[config.mk]
export PLATFORM = sky130hd
export DESIGN_NAME = bbi_line_store
export DESIGN_NICKNAME = d
export VERILOG_FILES = /design/src/hw/rtl/bbi_pkg.sv /design/src/hw/rtl/bbi_line_store.sv
export SDC_FILE = /design/constraint.sdc
export NUM_CORES = 2
export LEC_CHECK = 0
export ABC_AREA = 0
export BUFFER_PORTS_ARGS = -buffer_cell sky130_fd_sc_hd__clkbuf_2
export CAP_MARGIN = 20
export CELL_PAD_IN_SITES_DETAIL_PLACEMENT = 1
export CELL_PAD_IN_SITES_GLOBAL_PLACEMENT = 2
export CORE_ASPECT_RATIO = 1.5
export CORE_MARGIN = 3
export CORE_UTILIZATION = 51
export DETAILED_ROUTE_END_ITERATION = 16
export PLACE_DENSITY_LB_ADDON = 0.1
export SLEW_MARGIN = 20
export SYNTH_ARGS = -nofsm -noshare
export SYNTH_HDL_FRONTEND = slang
export SYNTH_SLANG_ARGS = --single-unit
[constraint.sdc]
create_clock -name i_clk -period 7.2 [get_ports i_clk]
set_clock_uncertainty 0.05 [all_clocks]
set_input_delay 0 -clock i_clk [delete_from_list [all_inputs] [get_ports i_clk]]
set_output_delay 0 -clock i_clk [all_outputs]
set_load 0.005 [all_outputs]
[src/hw/rtl/bbi_pkg.sv]
// Package for the 3x3 box blur: shared types, register and command codes,
// and the reciprocal constant used for the divide by nine.
// No dependencies.
package bbi_pkg;

    localparam int PIX_W  = 8;   // pixel intensity
    localparam int CSUM_W = 10;  // sum of one three-pixel column
    localparam int SUM_W  = 12;  // sum of the full 3x3 window
    localparam int REG_W  = 9;   // configuration register width
    localparam int ROW_W  = 8;   // row counter, up to 256 lines

    // Register reset values and limits
    localparam logic [REG_W-1:0] LINE_LENGTH_RST = 9'd28;
    localparam logic [REG_W-1:0] LINE_COUNT_RST  = 9'd28;
    localparam logic [REG_W-1:0] COUNT_MAX       = 9'd256;

    // Register index codes (address bit 2)
    localparam logic REG_LINE_LENGTH = 1'b0;
    localparam logic REG_LINE_COUNT  = 1'b1;

    // Input command codes
    localparam logic CMD_PIXEL = 1'b0;
    localparam logic CMD_DRAIN = 1'b1;

    // floor(s / 9) == (s * 3641) >> 15 for every 12-bit window sum
    localparam logic [SUM_W-1:0] DIV9_MUL   = 12'd3641;
    localparam int               DIV9_SHIFT = 15;

    // Operation held in the store access stage
    typedef enum logic [1:0] {
        OP_NONE,
        OP_PIXEL,
        OP_DRAIN
    } t_op;

    // One line store word: the two lines above the current input line
    typedef struct packed {
        logic [PIX_W-1:0] top;     // one line up
        logic [PIX_W-1:0] bottom;  // two lines up
    } t_store_word;

endpackage

[src/hw/rtl/bbi_line_store.sv]
// Line store for the 3x3 box blur: one word per column, synchronous read
// with a registered output and write-to-read forwarding.
// Depends on bbi_pkg.
module bbi_line_store import bbi_pkg::*; #(
    parameter int DEPTH = 256
) (
    input  logic                       i_clk,
    input  logic                       i_rst_n,
    input  logic                       i_rd_en,
    input  logic [$clog2(DEPTH)-1:0]   i_rd_addr,
    input  logic                       i_wr_en,
    input  logic [$clog2(DEPTH)-1:0]   i_wr_addr,
    input  t_store_word                i_wr_data,
    output t_store_word                o_rd_data
);

    t_store_word r_mem [DEPTH];
    t_store_word r_rd;
    t_store_word r_fwd_data;
    logic        r_fwd_v;

    // Write port
    always_ff @(posedge i_clk) begin
        if (i_wr_en) begin
            r_mem[i_wr_addr] <= i_wr_data;
        end
    end

    // Read port, held until the next read
    always_ff @(posedge i_clk) begin
        if (i_rd_en) begin
            r_rd <= r_mem[i_rd_addr];
        end
    end

    // Capture a write that lands on the entry being read in the same cycle
    always_ff @(posedge i_clk) begin
        if (!i_rst_n) begin
            r_fwd_v <= 1'b0;
        end else if (i_rd_en) begin
            r_fwd_v <= i_wr_en && (i_wr_addr == i_rd_addr);
        end
    end

    always_ff @(posedge i_clk) begin
        if (i_rd_en) begin
            r_fwd_data <= i_wr_data;
        end
    end

    assign o_rd_data = r_fwd_v ? r_fwd_data : r_rd;

endmodule

==> results.sh <==
export IMPL_status="complete, no violations"
export IMPL_drv_slew=0
export IMPL_critPathLaunchType="input pin"
export IMPL_drt_total_wl_um=485000
export IMPL_io_pins=52
export IMPL_rsz0062_at_grt="no"
export IMPL_track_usage_pct=30.0
export IMPL_worstRegToRegCells=7
export IMPL_dp_hpwl_um=296000
export IMPL_final_util_pct=57.5
export IMPL_drc=0
export IMPL_worst_path_max_fanout=45
export IMPL_dp_cells=11600
export IMPL_first_pass_iters=5
export IMPL_setup_tns_ns=0
export IMPL_dr_first_iter_drc_count=9240
export IMPL_worst_slew_pin_slew_ns=1.27
export IMPL_setup_viol_count_final=0
export IMPL_postRouteAntennaNets=0
export IMPL_async_reset_ff_share_pct=0
export IMPL_min_period_ns=4.19
export IMPL_layout_drive_gt1_share_pct=24.0
export IMPL_slew_headroom_pct=15.3
export IMPL_fp_dieH_um=693
export IMPL_io_buffers=51
export IMPL_ys_seq_area_share_pct=77.4
export IMPL_synth_nets=7476
export IMPL_required_ns=7.78
export IMPL_peakVddDrop_mv=0.314
export IMPL_maxCapViolCount=0
export IMPL_grt_overflow=0
export IMPL_place_area_mm2=0.167
export IMPL_holdPathStages=2
export IMPL_synth_cell_type_count=70
export IMPL_routedWlPerCell_um=39.2
export IMPL_cts_inserted_buffers=388
export IMPL_antenna_found_initial=27
export IMPL_die_w_um=464
export IMPL_dominantRegCellSynth="edfxtp_1"
export IMPL_grt_pass1_wl_um=674000
export IMPL_power_density_mw_per_mm2=277
export IMPL_coreArea_mm2=0.312
export IMPL_row_count=251
export IMPL_end_kind="flip-flop"
export IMPL_layout_setup_ws_ns=3.01
export IMPL_fin_nets=7915
export IMPL_cts_root_buf="clkbuf_16"
export IMPL_clk_insertion_delay_late_ns=0.93
export IMPL_hold_viol=0
export IMPL_cts_buffer_depth=4
export IMPL_area_growth_pct=12.1
export IMPL_cts_tree="built"
export IMPL_synth_ff_latch_count=4129
export IMPL_post_cts_resized=0
export IMPL_fin_crit_sh_pct=58.2
export IMPL_synth_warnings=0
export IMPL_critical_path_arrival_ns=4.77
export IMPL_fillers=26200
export IMPL_final_cell_mix="edfxtp_1, mux4_2, mux2i_1"
export IMPL_p_leak_nw=56.9
export IMPL_clk_pin_slew_ns=0.06
export IMPL_final_common_cell="edfxtp_1"
export IMPL_gp_congestion=0.904
export IMPL_start_util_pct=51.3
export IMPL_dp_worst_setup_slack_ns=2.54
export IMPL_syn_area_mm2=0.160
export IMPL_numClockSinks=4129
export IMPL_finalNonFillerCells=12400
export IMPL_design_area_mm2=0.180
export IMPL_syn_avg_cell_area_um2=21.5
export IMPL_max_freq_ghz=0.238
export IMPL_vias=80200
export IMPL_dieArea_mm2=0.321
export IMPL_criticalPathCategory="in -> reg"
export IMPL_h_tree_depth=5
export IMPL_min_path_type="in -> reg"
export IMPL_viasPerCell=6.49
export IMPL_synth_edff_count=4128
export IMPL_synthCells=7440
export IMPL_grt_start_max_net_pins=158
export IMPL_grt_pass1_vias=83100
==> flip-flops by register name, indices dropped and copies added (netlist names) <==
| name | flops |
|---|---|
| r_fwd_data | 16 |
| r_rd | 16 |
| r_fwd_v | 1 |
| r_mem | 4096 |
==> Yosys cell counts (5+ instances only) <==
| library cell | instances | share of area, % |
|---|---|---|
| buf_1 | 31 | 0.073 |
| a221oi_1 | 13 | 0.071 |
| xnor2_1 | 5 | 0.027 |
| clkbuf_1 | 173 | 0.41 |
| nand3_1 | 45 | 0.14 |
| o22ai_1 | 146 | 0.57 |
| buf_6 | 61 | 0.43 |
| a2111oi_0 | 8 | 0.044 |
| a22oi_1 | 53 | 0.25 |
| buf_12 | 24 | 0.30 |
| nor2_1 | 286 | 0.67 |
| nor2b_1 | 15 | 0.059 |
| o221ai_1 | 247 | 1.3 |
| a21oi_1 | 152 | 0.47 |
| nand2_1 | 54 | 0.13 |
| and2_1 | 6 | 0.023 |
| nor4_1 | 25 | 0.098 |
| a22o_1 | 19 | 0.10 |
| a211oi_1 | 14 | 0.066 |
| o21ai_0 | 75 | 0.23 |
| buf_8 | 45 | 0.42 |
| mux4_1 | 22 | 0.36 |
| o31ai_1 | 8 | 0.037 |
| mux2_2 | 21 | 0.15 |
| buf_2 | 83 | 0.26 |
| mux2i_1 | 626 | 3.9 |
| buf_4 | 32 | 0.15 |
| nor4_2 | 10 | 0.078 |
| nand2b_1 | 5 | 0.020 |
| mux4_2 | 773 | 11 |
| edfxtp_1 | 4128 | 77 |
| nand4_1 | 21 | 0.082 |
| a31oi_1 | 5 | 0.020 |
| nor3_1 | 143 | 0.45 |
==> through the flow <==
step                      hold slack (ns)  power (mW)
final                              0.0733        49.8
after global routing               0.0472        51.1
after CTS                          0.0199        50.1
after detailed placement            0.192        29.7
after global placement              0.196        29.6
after floorplan                    0.0489        28.4
==> what timing repair did <==
| action | in CTS | in global routing |
|---|---|---|
| endpoints found under the hold margin | 2285 | 4 |
| setup buffers | 0 | 0 |
| hold buffers | 34 | 1 |
==> metal layers <==
metal  routed length (um)  vias to the layer above  track usage (%)
li1                     -                    32400                -
met1               178000                    43800             37.9
met2               248000                     3202             51.2
met3                29400                      777             3.89
met4                29600                       12             15.5
met5                   69                        -                0
==> cells by family after synthesis <==
kind of cell    share of synthesized area (%)
flops                                    77.4
mux                                      15.3
compound gates                           3.35
simple gates                             1.86
buf+inv                                  2.11
xor+xnor                               0.0437
==> final timing paths <==
kind | startpoint | to | slack (ns)
worst max-delay path | i_rd_addr[2] | r_rd[11]$_DFFE_PP_ | 3.01
worst min-delay path | i_wr_data[5] | r_mem[117][5]$_DFFE_PP_ | 0.07
worst max register to register | r_mem[106][8]$_DFFE_PP_ | r_rd[8]$_DFFE_PP_ | 3.74
worst min register to register | r_mem[212][12]$_DFFE_PP_ | r_rd[12]$_DFFE_PP_ | 1.13
==> report_power, final <==
part / total, mW / internal [mW] / switching, mW
clock network: 20.6 / 11.7 / 8.95
logic: 2.60 / 0.818 / 1.78
registers: 26.6 / 26.5 / 0.0380
==> area by class of cell <==
| class | instances | area (um2) | area share [%] |
|---|---|---|---|
| clock inverter | 227 | 2350 | 1.31 |
| antenna | 18 | 45.0 | 0.0251 |
| clock buffer | 459 | 10100 | 5.62 |
| multi-input combinational | 2848 | 33400 | 18.6 |
| sequential | 4129 | 124000 | 69.0 |
| timing repair buffer | 507 | 4450 | 2.48 |
| inverter | 5 | 31.3 | 0.0174 |
| tap | 4174 | 5220 | 2.91 |
==> critical path: stages <==
cell and delay [ns]:
dlygate4sd3_1 0.57, buf_8 0.40, buf_4 0.66, buf_4 0.71
mux4_2 0.50, a22oi_1 1.01, a22o_1 0.49, nor4_2 0.10
Power figures use the tool's default switching activity.
